$ cat config.mk
export PLATFORM = sky130hd
export DESIGN_NAME = pi_state_feedback_controller
export DESIGN_NICKNAME = d
export VERILOG_FILES = /design/src/pisf_pkg.sv /design/src/pisf_sequencer.sv /design/src/pisf_datapath.sv /design/src/pi_state_feedback_controller.sv
export SDC_FILE = /design/constraint.sdc
export NUM_CORES = 2
export LEC_CHECK = 0
export BUFFER_PORTS_ARGS = -buffer_cell sky130_fd_sc_hd__buf_4
export CORE_AREA = 2 2 365 367
export DETAILED_ROUTE_END_ITERATION = 12
export DIE_AREA = 0 0 367 369
export GPL_TIMING_DRIVEN = 0
export SKIP_LAST_GASP = 1
export SYNTH_ARGS = -nofsm -noshare
export SYNTH_HDL_FRONTEND = slang
export SYNTH_SLANG_ARGS = --single-unit
$ cat constraint.sdc
create_clock -name aclk -period 24.6 [get_ports aclk]
set_input_delay 3.69 -clock aclk [delete_from_list [all_inputs] [get_ports aclk]]
set_output_delay 3.69 -clock aclk [all_outputs]
set_load 0.02 [all_outputs]
$ cat src/pisf_pkg.sv
package pisf_pkg;

    // Configuration register indexes
    localparam logic [2:0] REG_REFERENCE_SCALE   = 3'd0;
    localparam logic [2:0] REG_INTEGRAL_GAIN     = 3'd1;
    localparam logic [2:0] REG_PROPORTIONAL_GAIN = 3'd2;
    localparam logic [2:0] REG_UPPER_LIMIT       = 3'd3;
    localparam logic [2:0] REG_LOWER_LIMIT       = 3'd4;

    // Fixed state-feedback gains
    localparam logic [31:0] GAIN_CART_VEL = 32'd14344;
    localparam logic [31:0] GAIN_CART_POS = 32'd340;
    localparam logic [31:0] GAIN_ANG_VEL  = 32'hFFFF_998C;  // -26228
    localparam logic [31:0] GAIN_ANG      = 32'hFFFF_AC56;  // -21418

    localparam int PROP_SHIFT    = 6;
    localparam int FB_SHIFT      = 6;
    localparam int ANG_VEL_SHIFT = 3;
    localparam int OUT_SHIFT     = 21;
    localparam int FORCE_W       = 11;

    // Multiplier operand A selects
    localparam logic [2:0] A_REF  = 3'd0;
    localparam logic [2:0] A_ERR  = 3'd1;
    localparam logic [2:0] A_DPOS = 3'd2;
    localparam logic [2:0] A_POS  = 3'd3;
    localparam logic [2:0] A_DANG = 3'd4;
    localparam logic [2:0] A_ANG  = 3'd5;

    // Multiplier operand B selects
    localparam logic [2:0] B_SCALE = 3'd0;
    localparam logic [2:0] B_KI    = 3'd1;
    localparam logic [2:0] B_KP    = 3'd2;
    localparam logic [2:0] B_GCV   = 3'd3;
    localparam logic [2:0] B_GCP   = 3'd4;
    localparam logic [2:0] B_GAV   = 3'd5;
    localparam logic [2:0] B_GA    = 3'd6;

    // Sequencer jump codes
    localparam logic [1:0] J_NEXT     = 2'd0;
    localparam logic [1:0] J_WAIT_IN  = 2'd1;
    localparam logic [1:0] J_WAIT_OUT = 2'd2;
    localparam logic [1:0] J_HOME     = 2'd3;

    localparam int STEP_W = 4;

    // Program steps
    localparam logic [STEP_W-1:0] ST_IDLE     = 4'd0;
    localparam logic [STEP_W-1:0] ST_MUL_REF  = 4'd1;
    localparam logic [STEP_W-1:0] ST_ERR      = 4'd2;
    localparam logic [STEP_W-1:0] ST_MUL_KI   = 4'd3;
    localparam logic [STEP_W-1:0] ST_MUL_KP   = 4'd4;
    localparam logic [STEP_W-1:0] ST_MUL_GCV  = 4'd5;
    localparam logic [STEP_W-1:0] ST_MUL_GCP  = 4'd6;
    localparam logic [STEP_W-1:0] ST_MUL_GAV  = 4'd7;
    localparam logic [STEP_W-1:0] ST_MUL_GA   = 4'd8;
    localparam logic [STEP_W-1:0] ST_FB_LAST  = 4'd9;
    localparam logic [STEP_W-1:0] ST_SUM      = 4'd10;
    localparam logic [STEP_W-1:0] ST_OUT      = 4'd11;

    typedef struct packed {
        logic [2:0] a_sel;
        logic [2:0] b_sel;
        logic       mul_en;
        logic       err_ld;
        logic       integ_add;
        logic       acc_ld;
        logic       fb_ld;
        logic       fb_add;
        logic       sum_ld;
        logic       out_ld;
        logic [1:0] jump;
    } ctrl_word_t;

    function automatic ctrl_word_t ucode(input logic [STEP_W-1:0] step);
        ctrl_word_t c;
        c = '0;
        c.jump = J_NEXT;
        case (step)
            ST_IDLE: begin
                c.jump = J_WAIT_IN;
            end
            ST_MUL_REF: begin
                c.a_sel = A_REF;  c.b_sel = B_SCALE; c.mul_en = 1'b1;
            end
            ST_ERR: begin
                c.err_ld = 1'b1;
            end
            ST_MUL_KI: begin
                c.a_sel = A_ERR;  c.b_sel = B_KI;    c.mul_en = 1'b1;
            end
            ST_MUL_KP: begin
                c.integ_add = 1'b1;
                c.a_sel = A_ERR;  c.b_sel = B_KP;    c.mul_en = 1'b1;
            end
            ST_MUL_GCV: begin
                c.acc_ld = 1'b1;
                c.a_sel = A_DPOS; c.b_sel = B_GCV;   c.mul_en = 1'b1;
            end
            ST_MUL_GCP: begin
                c.fb_ld = 1'b1;
                c.a_sel = A_POS;  c.b_sel = B_GCP;   c.mul_en = 1'b1;
            end
            ST_MUL_GAV: begin
                c.fb_add = 1'b1;
                c.a_sel = A_DANG; c.b_sel = B_GAV;   c.mul_en = 1'b1;
            end
            ST_MUL_GA: begin
                c.fb_add = 1'b1;
                c.a_sel = A_ANG;  c.b_sel = B_GA;    c.mul_en = 1'b1;
            end
            ST_FB_LAST: begin
                c.fb_add = 1'b1;
            end
            ST_SUM: begin
                c.sum_ld = 1'b1;
            end
            ST_OUT: begin
                c.out_ld = 1'b1;
                c.jump   = J_WAIT_OUT;
            end
            default: begin
                c.jump = J_HOME;
            end
        endcase
        return c;
    endfunction

endpackage

$ cat src/pisf_sequencer.sv
module pisf_sequencer (
    input  logic                          aclk,
    input  logic                          aresetn,
    input  logic                          in_fire,
    input  logic                          out_free,
    output logic [pisf_pkg::STEP_W-1:0]   step,
    output pisf_pkg::ctrl_word_t          ctrl
);

    logic [pisf_pkg::STEP_W-1:0] step_reg;
    logic [pisf_pkg::STEP_W-1:0] step_next;

    assign ctrl = pisf_pkg::ucode(step_reg);
    assign step = step_reg;

    always_comb begin
        step_next = step_reg;
        case (ctrl.jump)
            pisf_pkg::J_NEXT:     step_next = step_reg + 1'b1;
            pisf_pkg::J_WAIT_IN:  if (in_fire) step_next = step_reg + 1'b1;
            pisf_pkg::J_WAIT_OUT: if (out_free) step_next = pisf_pkg::ST_IDLE;
            pisf_pkg::J_HOME:     step_next = pisf_pkg::ST_IDLE;
            default:              step_next = pisf_pkg::ST_IDLE;
        endcase
    end

    always_ff @(posedge aclk) begin
        if (!aresetn) begin
            step_reg <= pisf_pkg::ST_IDLE;
        end else begin
            step_reg <= step_next;
        end
    end

endmodule

$ cat src/pisf_datapath.sv
module pisf_datapath (
    input  logic                               aclk,
    input  logic                               aresetn,
    input  pisf_pkg::ctrl_word_t               ctrl,
    input  logic                               in_fire,
    input  logic signed [15:0]                 reference_position,
    input  logic signed [31:0]                 cart_pos,
    input  logic signed [15:0]                 pendulum_angle,
    input  logic signed [15:0]                 reference_scale,
    input  logic signed [15:0]                 integral_gain,
    input  logic signed [15:0]                 proportional_gain,
    input  logic signed [31:0]                 upper_limit,
    input  logic signed [31:0]                 lower_limit,
    output logic signed [pisf_pkg::FORCE_W-1:0] force_res
);

    logic [15:0] ref_reg;
    logic [31:0] pos_reg;
    logic [15:0] ang_reg;
    logic [31:0] dpos_reg;
    logic [16:0] dang_reg;
    logic [31:0] prev_pos_reg;
    logic [15:0] prev_ang_reg;
    logic [31:0] integ_reg;
    logic [31:0] err_reg;
    logic [31:0] prod_reg;
    logic [31:0] acc_reg;
    logic [31:0] fb_reg;
    logic [31:0] sum_reg;

    logic [31:0] op_a;
    logic [31:0] op_b;
    logic [31:0] clamped;

    always_comb begin
        case (ctrl.a_sel)
            pisf_pkg::A_REF:  op_a = {{16{ref_reg[15]}}, ref_reg};
            pisf_pkg::A_ERR:  op_a = err_reg;
            pisf_pkg::A_DPOS: op_a = dpos_reg;
            pisf_pkg::A_POS:  op_a = pos_reg;
            pisf_pkg::A_DANG: op_a = {{12{dang_reg[16]}}, dang_reg,
                                      {pisf_pkg::ANG_VEL_SHIFT{1'b0}}};
            pisf_pkg::A_ANG:  op_a = {{16{ang_reg[15]}}, ang_reg};
            default:          op_a = '0;
        endcase
    end

    always_comb begin
        case (ctrl.b_sel)
            pisf_pkg::B_SCALE: op_b = {{16{reference_scale[15]}}, reference_scale};
            pisf_pkg::B_KI:    op_b = {{16{integral_gain[15]}}, integral_gain};
            pisf_pkg::B_KP:    op_b = {{16{proportional_gain[15]}}, proportional_gain};
            pisf_pkg::B_GCV:   op_b = pisf_pkg::GAIN_CART_VEL;
            pisf_pkg::B_GCP:   op_b = pisf_pkg::GAIN_CART_POS;
            pisf_pkg::B_GAV:   op_b = pisf_pkg::GAIN_ANG_VEL;
            pisf_pkg::B_GA:    op_b = pisf_pkg::GAIN_ANG;
            default:           op_b = '0;
        endcase
    end

    // Capture the sample; differences against the previous sample are taken here
    always_ff @(posedge aclk) begin
        if (!aresetn) begin
            prev_pos_reg <= '0;
            prev_ang_reg <= '0;
        end else if (in_fire) begin
            prev_pos_reg <= cart_pos;
            prev_ang_reg <= pendulum_angle;
        end
    end

    always_ff @(posedge aclk) begin
        if (in_fire) begin
            ref_reg  <= reference_position;
            pos_reg  <= cart_pos;
            ang_reg  <= pendulum_angle;
            dpos_reg <= cart_pos - prev_pos_reg;
            dang_reg <= {pendulum_angle[15], pendulum_angle}
                      - {prev_ang_reg[15], prev_ang_reg};
        end
    end

    always_ff @(posedge aclk) begin
        if (!aresetn) begin
            integ_reg <= '0;
        end else if (ctrl.integ_add) begin
            integ_reg <= integ_reg + prod_reg;
        end
    end

    always_ff @(posedge aclk) begin
        if (ctrl.mul_en) prod_reg <= 32'(op_a * op_b);
        if (ctrl.err_ld) err_reg  <= prod_reg - pos_reg;
        if (ctrl.acc_ld) acc_reg  <= prod_reg;
        if (ctrl.fb_ld) begin
            fb_reg <= prod_reg;
        end else if (ctrl.fb_add) begin
            fb_reg <= fb_reg + prod_reg;
        end
        if (ctrl.sum_ld) begin
            sum_reg <= (acc_reg << pisf_pkg::PROP_SHIFT) + integ_reg
                     - (fb_reg << pisf_pkg::FB_SHIFT);
        end
    end

    // Upper bound is checked first, so it wins when the sum is both above the upper and below the lower limit
    always_comb begin
        if ($signed(upper_limit) < $signed(sum_reg)) begin
            clamped = upper_limit;
        end else if ($signed(sum_reg) < $signed(lower_limit)) begin
            clamped = lower_limit;
        end else begin
            clamped = sum_reg;
        end
    end

    assign force_res = clamped[31:pisf_pkg::OUT_SHIFT];

endmodule

$ cat src/pi_state_feedback_controller.sv
// PI position controller with state feedback for a cart and pendulum.
// Input channel (s_valid/s_ready): one item per sample carries the reference
// position, the measured cart position and the pendulum angle.
// Result channel (m_valid/m_ready): one item per input, the 11-bit force.
// Config channel (cfg_valid/cfg_ready/cfg_index/cfg_data): always ready;
// index 0 reference scale, 1 integral gain, 2 proportional gain,
// 3 upper limit, 4 lower limit; other indexes are ignored. Write only idle.
// The microcode program steps one shared 32x32 multiplier through seven
// products plus combine and clamp, and runs the whole program for one item
// before it takes the next.
// The block takes a new input item only with its sequencer on the idle step.
// The result sits in an output register; a stalled receiver holds the program
// on its output step, which stalls the input as well. One more input item can
// be taken and worked on while a finished result waits in the register.
// Reset (aresetn low, synchronous) clears the integrator, the previous
// position and angle, and loads the gains and limits with their defaults.
module pi_state_feedback_controller (
    input  logic                aclk,
    input  logic                aresetn,
    input  logic                s_valid,
    output logic                s_ready,
    input  logic signed [15:0]  s_reference_position,
    input  logic signed [31:0]  s_cart_pos,
    input  logic signed [15:0]  s_pendulum_angle,
    output logic                m_valid,
    input  logic                m_ready,
    output logic signed [10:0]  m_force_res,
    input  logic                cfg_valid,
    output logic                cfg_ready,
    input  logic [2:0]          cfg_index,
    input  logic [31:0]         cfg_data
);

    pisf_pkg::ctrl_word_t ctrl;
    logic [pisf_pkg::STEP_W-1:0] step;

    logic in_fire;
    logic out_free;
    logic out_load;

    logic signed [15:0] scale_reg;
    logic signed [15:0] ki_reg;
    logic signed [15:0] kp_reg;
    logic signed [31:0] upper_reg;
    logic signed [31:0] lower_reg;

    logic                m_valid_reg;
    logic signed [10:0]  m_force_res_reg;
    logic signed [10:0]  force_value;

    // Accept input only on the idle step
    assign s_ready  = (step == pisf_pkg::ST_IDLE);
    assign in_fire  = s_valid && s_ready;
    // Output slot frees up when empty or being drained this cycle
    assign out_free = !m_valid_reg || m_ready;
    assign out_load = ctrl.out_ld && out_free;

    assign cfg_ready = 1'b1;

    pisf_sequencer u_seq (
        .aclk     (aclk),
        .aresetn  (aresetn),
        .in_fire  (in_fire),
        .out_free (out_free),
        .step     (step),
        .ctrl     (ctrl)
    );

    pisf_datapath u_dp (
        .aclk               (aclk),
        .aresetn            (aresetn),
        .ctrl               (ctrl),
        .in_fire            (in_fire),
        .reference_position (s_reference_position),
        .cart_pos           (s_cart_pos),
        .pendulum_angle     (s_pendulum_angle),
        .reference_scale    (scale_reg),
        .integral_gain      (ki_reg),
        .proportional_gain  (kp_reg),
        .upper_limit        (upper_reg),
        .lower_limit        (lower_reg),
        .force_res          (force_value)
    );

    // Configuration registers; drop writes to unknown indexes
    always_ff @(posedge aclk) begin
        if (!aresetn) begin
            scale_reg <= 16'sd1;
            ki_reg    <= '0;
            kp_reg    <= '0;
            upper_reg <= 32'h7FFF_FFFF;
            lower_reg <= 32'h8000_0000;
        end else if (cfg_valid && cfg_ready) begin
            case (cfg_index)
                pisf_pkg::REG_REFERENCE_SCALE:   scale_reg <= cfg_data[15:0];
                pisf_pkg::REG_INTEGRAL_GAIN:     ki_reg    <= cfg_data[15:0];
                pisf_pkg::REG_PROPORTIONAL_GAIN: kp_reg    <= cfg_data[15:0];
                pisf_pkg::REG_UPPER_LIMIT:       upper_reg <= cfg_data;
                pisf_pkg::REG_LOWER_LIMIT:       lower_reg <= cfg_data;
                default: ;
            endcase
        end
    end

    // Output register: load on the output step, hold while stalled
    always_ff @(posedge aclk) begin
        if (!aresetn) begin
            m_valid_reg <= 1'b0;
        end else if (out_load) begin
            m_valid_reg <= 1'b1;
        end else if (m_ready) begin
            m_valid_reg <= 1'b0;
        end
    end

    always_ff @(posedge aclk) begin
        if (out_load) m_force_res_reg <= force_value;
    end

    assign m_valid     = m_valid_reg;
    assign m_force_res = m_force_res_reg;

`ifndef SYNTHESIS
    a_accept_leaves_idle: assert property (@(posedge aclk) disable iff (!aresetn)
        in_fire |=> !s_ready)
        else $error("sequencer stayed idle after taking an item");

    a_result_from_out_step: assert property (@(posedge aclk) disable iff (!aresetn)
        $rose(m_valid_reg) |-> $past(ctrl.out_ld))
        else $error("result appeared outside the output step");

    a_out_step_waits: assert property (@(posedge aclk) disable iff (!aresetn)
        (ctrl.out_ld && !out_free) |=> (step == pisf_pkg::ST_OUT))
        else $error("program left the output step while the slot was full");
`endif

endmodule
==> impl_metrics.yaml <==
synth:
  netlist.area_leader.share: 0.2006
  largest_family_of_logic_cells_by_synthesized_area: "adder cells"
  post_synth_edffs: 272
  yosysMostFrequentCell: "inv_1"
  netlist_instances: 4547
  async_flop_share: 0
  synthAdderAreaFrac: 0.3045
  synth.area.mux_share: 0.001224
  synth.yosys.warnings: 0
  ys_seq_area_frac: 0.2890
  synth-seq-cells: 469
  yosys-top-cells-area: "fa_1 20%, edfxtp_1 19%, ha_1 10%"
  post_synth_most_frequent_cells: "719 x inv_1, 622 x nand2_1, 420 x fa_1, 365 x nor2_1, 348 x ha_1"
  synth_top_area_cell: "fa_1"
  net_count_after_synthesis: 5419
  synth.avg_cell_area_um2: 9.218
  synth_compound_gate_area_share: 0.1399
  synthSimpleGateAreaFrac: 0.1449
  fraction_of_synthesized_cell_area_in_xor_and_xnor_cells: 0.04149
  netlist_area_mm2: 0.04191
  synth_flop_cell: "edfxtp_1"
  synth_cell_type_count: 87
cts:
  clk_path_buf_depth: 3
  clk-insertion-delay-late_ns: 0.63
  post_cts_setup_repair_buffer_count: 0
  ctsHtreeMaxLevel: 2
  cts_made_buffers: 51
  root_buffer: "clkbuf_16"
  ctsHoldBuffers: 0
  clk_transition_reported_paths_ns: 0.07
  clock_tree_sinks: 469
  tritoncts: "done"
  cts-resized-gates: 0
route:
  number_of_design_rule_violations_left_after_detail_routing: 0
  detailroute.via_count: 32920
  initialDrtViolationCount: 3114
  drtPass1Iterations: 8
  vias_per_cell: 5.037
  route.final.wire_length_um: 128200
  routedWlPerCell_um: 19.61
  ant_nets: 0
die:
  placement_rows: 133
  io_pins: 118
  die-area_mm2: 0.1354
  initial_core_util: 0.3196
  floorplan.die.height_um: 369
  die_x_um: 367
  core_region_area_mm2: 0.1311
timing:
  max_clock_freq_ghz: 0.08453
  slew_headroom: 0.02297
  final_max_slew_viol_count: 0
  setup_total_negative_slack_ns: 0
  timing.final.crit_period_ns: 11.83
  timing_hold_violations_final: 0
  worst_pin_slew_ns: 1.466
  unrepaired_setup_endpoints_after_global_routing: "false"
  fin_skew_ns: 0.03670
  setup-violations-final: 0
  period_share: 0.4809
global_routing:
  pin_count_of_the_biggest_net_entering_global_routing: 55
  grt_usage: 0.1884
  grt_pass1_wl_um: 196100
  first_global_vias: 32770
  total_congestion_overflow_after_global_routing: 0
  grt_antenna_before_repair: 2
pwr:
  worst_ir_drop_vdd_mv: 0.09097
  fin_total_pwr_uw: 4865
  pwr_density_cell_mw_per_mm2: 103.5
  total_leakage_power_uw: 0.02011
worst_setup_path:
  critical_path.max_fanout: 10
  cpMostUsedCell: "fa_1"
  delay_of_the_slowest_cell_on_the_worst_path_ns: 0.87
  worstSetupEndpointType: "register"
  worstRegToRegCells: 31
  crit_arrival_ns: 12.21
  worst_setup_path_start_kind: "register"
  crit_required_ns: 24.99
  crit_path_top_delay_cell: "clkbuf_1"
  path_class: "reg2reg"
layout:
  synthToLayoutAreaGrowth_pct: 12.13
  drive_above_1_share: 0.06379
  insertedDiodeCount: 0
  design.final.nets: 5610
hold_path:
  min_path_type: "reg2reg"
  worst_hold_path.num_cells: 2
run_status:
  outcome: "complete, no violations"
place:
  gp_congestion: 0.9335
  port-buffer-count: 116
  half_perimeter_wire_length_after_placement_um: 104300
job:
  max_cap_violations: 0
## per-stage QoR
stage / util / instances / hold slack, ns / setup slack (ns) / cell area, µm²
2_1_floorplan: - / 4547 / 0.4316 / 15.71 / 41910
3_3_place_gp: 0.3430 / 6418 / 0.4497 / 13.01 / 44980
3_5_place_dp: 0.3453 / 6437 / 0.4571 / 12.98 / 45280
4_1_cts: 0.3581 / 6533 / 0.4658 / 12.99 / 46950
5_1_grt: 0.3584 / 6536 / 0.4819 / 12.12 / 47000
6_report: 0.3584 / 6536 / 0.4608 / 12.77 / 47000
## cells in the final DEF, fill, tap and decap left out, drive strengths merged, types with 22 or more instances in the layout
| cell | count |
|---|---|
| nand3 | 91 |
| a222oi | 32 |
| nor2 | 366 |
| nand2 | 624 |
| xor2 | 52 |
| a21oi | 196 |
| or2 | 29 |
| o21a | 29 |
| buf | 166 |
| a31oi | 25 |
| and3 | 35 |
| o21ai | 141 |
| fa | 420 |
| xnor2 | 144 |
| o21bai | 22 |
| nor2b | 39 |
| ha | 348 |
| dfxtp | 197 |
| nand2b | 54 |
| edfxtp | 272 |
| clkbuf | 191 |
| nor3 | 44 |
| and2 | 35 |
| a21boi | 143 |
| a21o | 107 |
| inv | 725 |
## power breakdown
| group | switching, µW | leakage (µW) | internal [µW] | total (µW) |
|---|---|---|---|---|
| sequential | 168 | 0.00412 | 1120 | 1290 |
| clock | 338 | 0.000834 | 441 | 779 |
| combinational | 1730 | 0.0152 | 1070 | 2800 |
| total | 2230 | 0.0201 | 2630 | 4860 |
## worst max-delay path: cells and delay by family (launching register included)
kind / cells / cell delay [ns]
flip-flops: 1 / 0.40
XOR/XNOR: 1 / 0.14
adder cells (fa/ha/maj): 10 / 4.48
AND/OR/NAND/NOR: 2 / 0.47
buffers and inverters: 10 / 3.39
AO/OA/AOI/OAI: 8 / 2.70
## area by class of cell
type	count	area [µm²]
plain buffers	151	615.6
clock buffers	68	1421
clock inverters	28	250.2
fillers	13510	84130
inverters	719	2699
multi-input cells	3208	26580
flip-flops and latches	469	12110
well taps	1755	2196
repair buffers	138	1124
## per-layer routing
layer,part of all wire,up-vias,GRT usage
li1,-,15440,-
met1,0.46,16090,0.2716
met2,0.43,1193,0.2894
met3,0.072,203,0.02800
met4,0.034,0,0.05856
met5,0,-,0
## logic make-up (layout without fill, tap and decap cells)
family | after synthesis | after routing
AND/OR/NAND/NOR | 1378 | 1378
buffers and inverters | 870 | 1104
AO/OA/AOI/OAI | 859 | 859
adder cells (fa/ha/maj) | 768 | 768
flip-flops | 469 | 469
XOR/XNOR | 197 | 197
multiplexers | 5 | 5
other | 1 | 1
## path summary, 6_finish.rpt
check             slack [ns]             startpoint               endpoint
setup / recovery       12.77          u_seq.step[1]      u_dp.prod_reg[31]
hold / removal          0.46  u_dp.prev_pos_reg[20]  u_dp.prev_pos_reg[20]
setup reg to reg       12.77          u_seq.step[1]      u_dp.prod_reg[31]
hold reg to reg         0.46  u_dp.prev_pos_reg[20]  u_dp.prev_pos_reg[20]
Power figures use the tool's default switching activity.
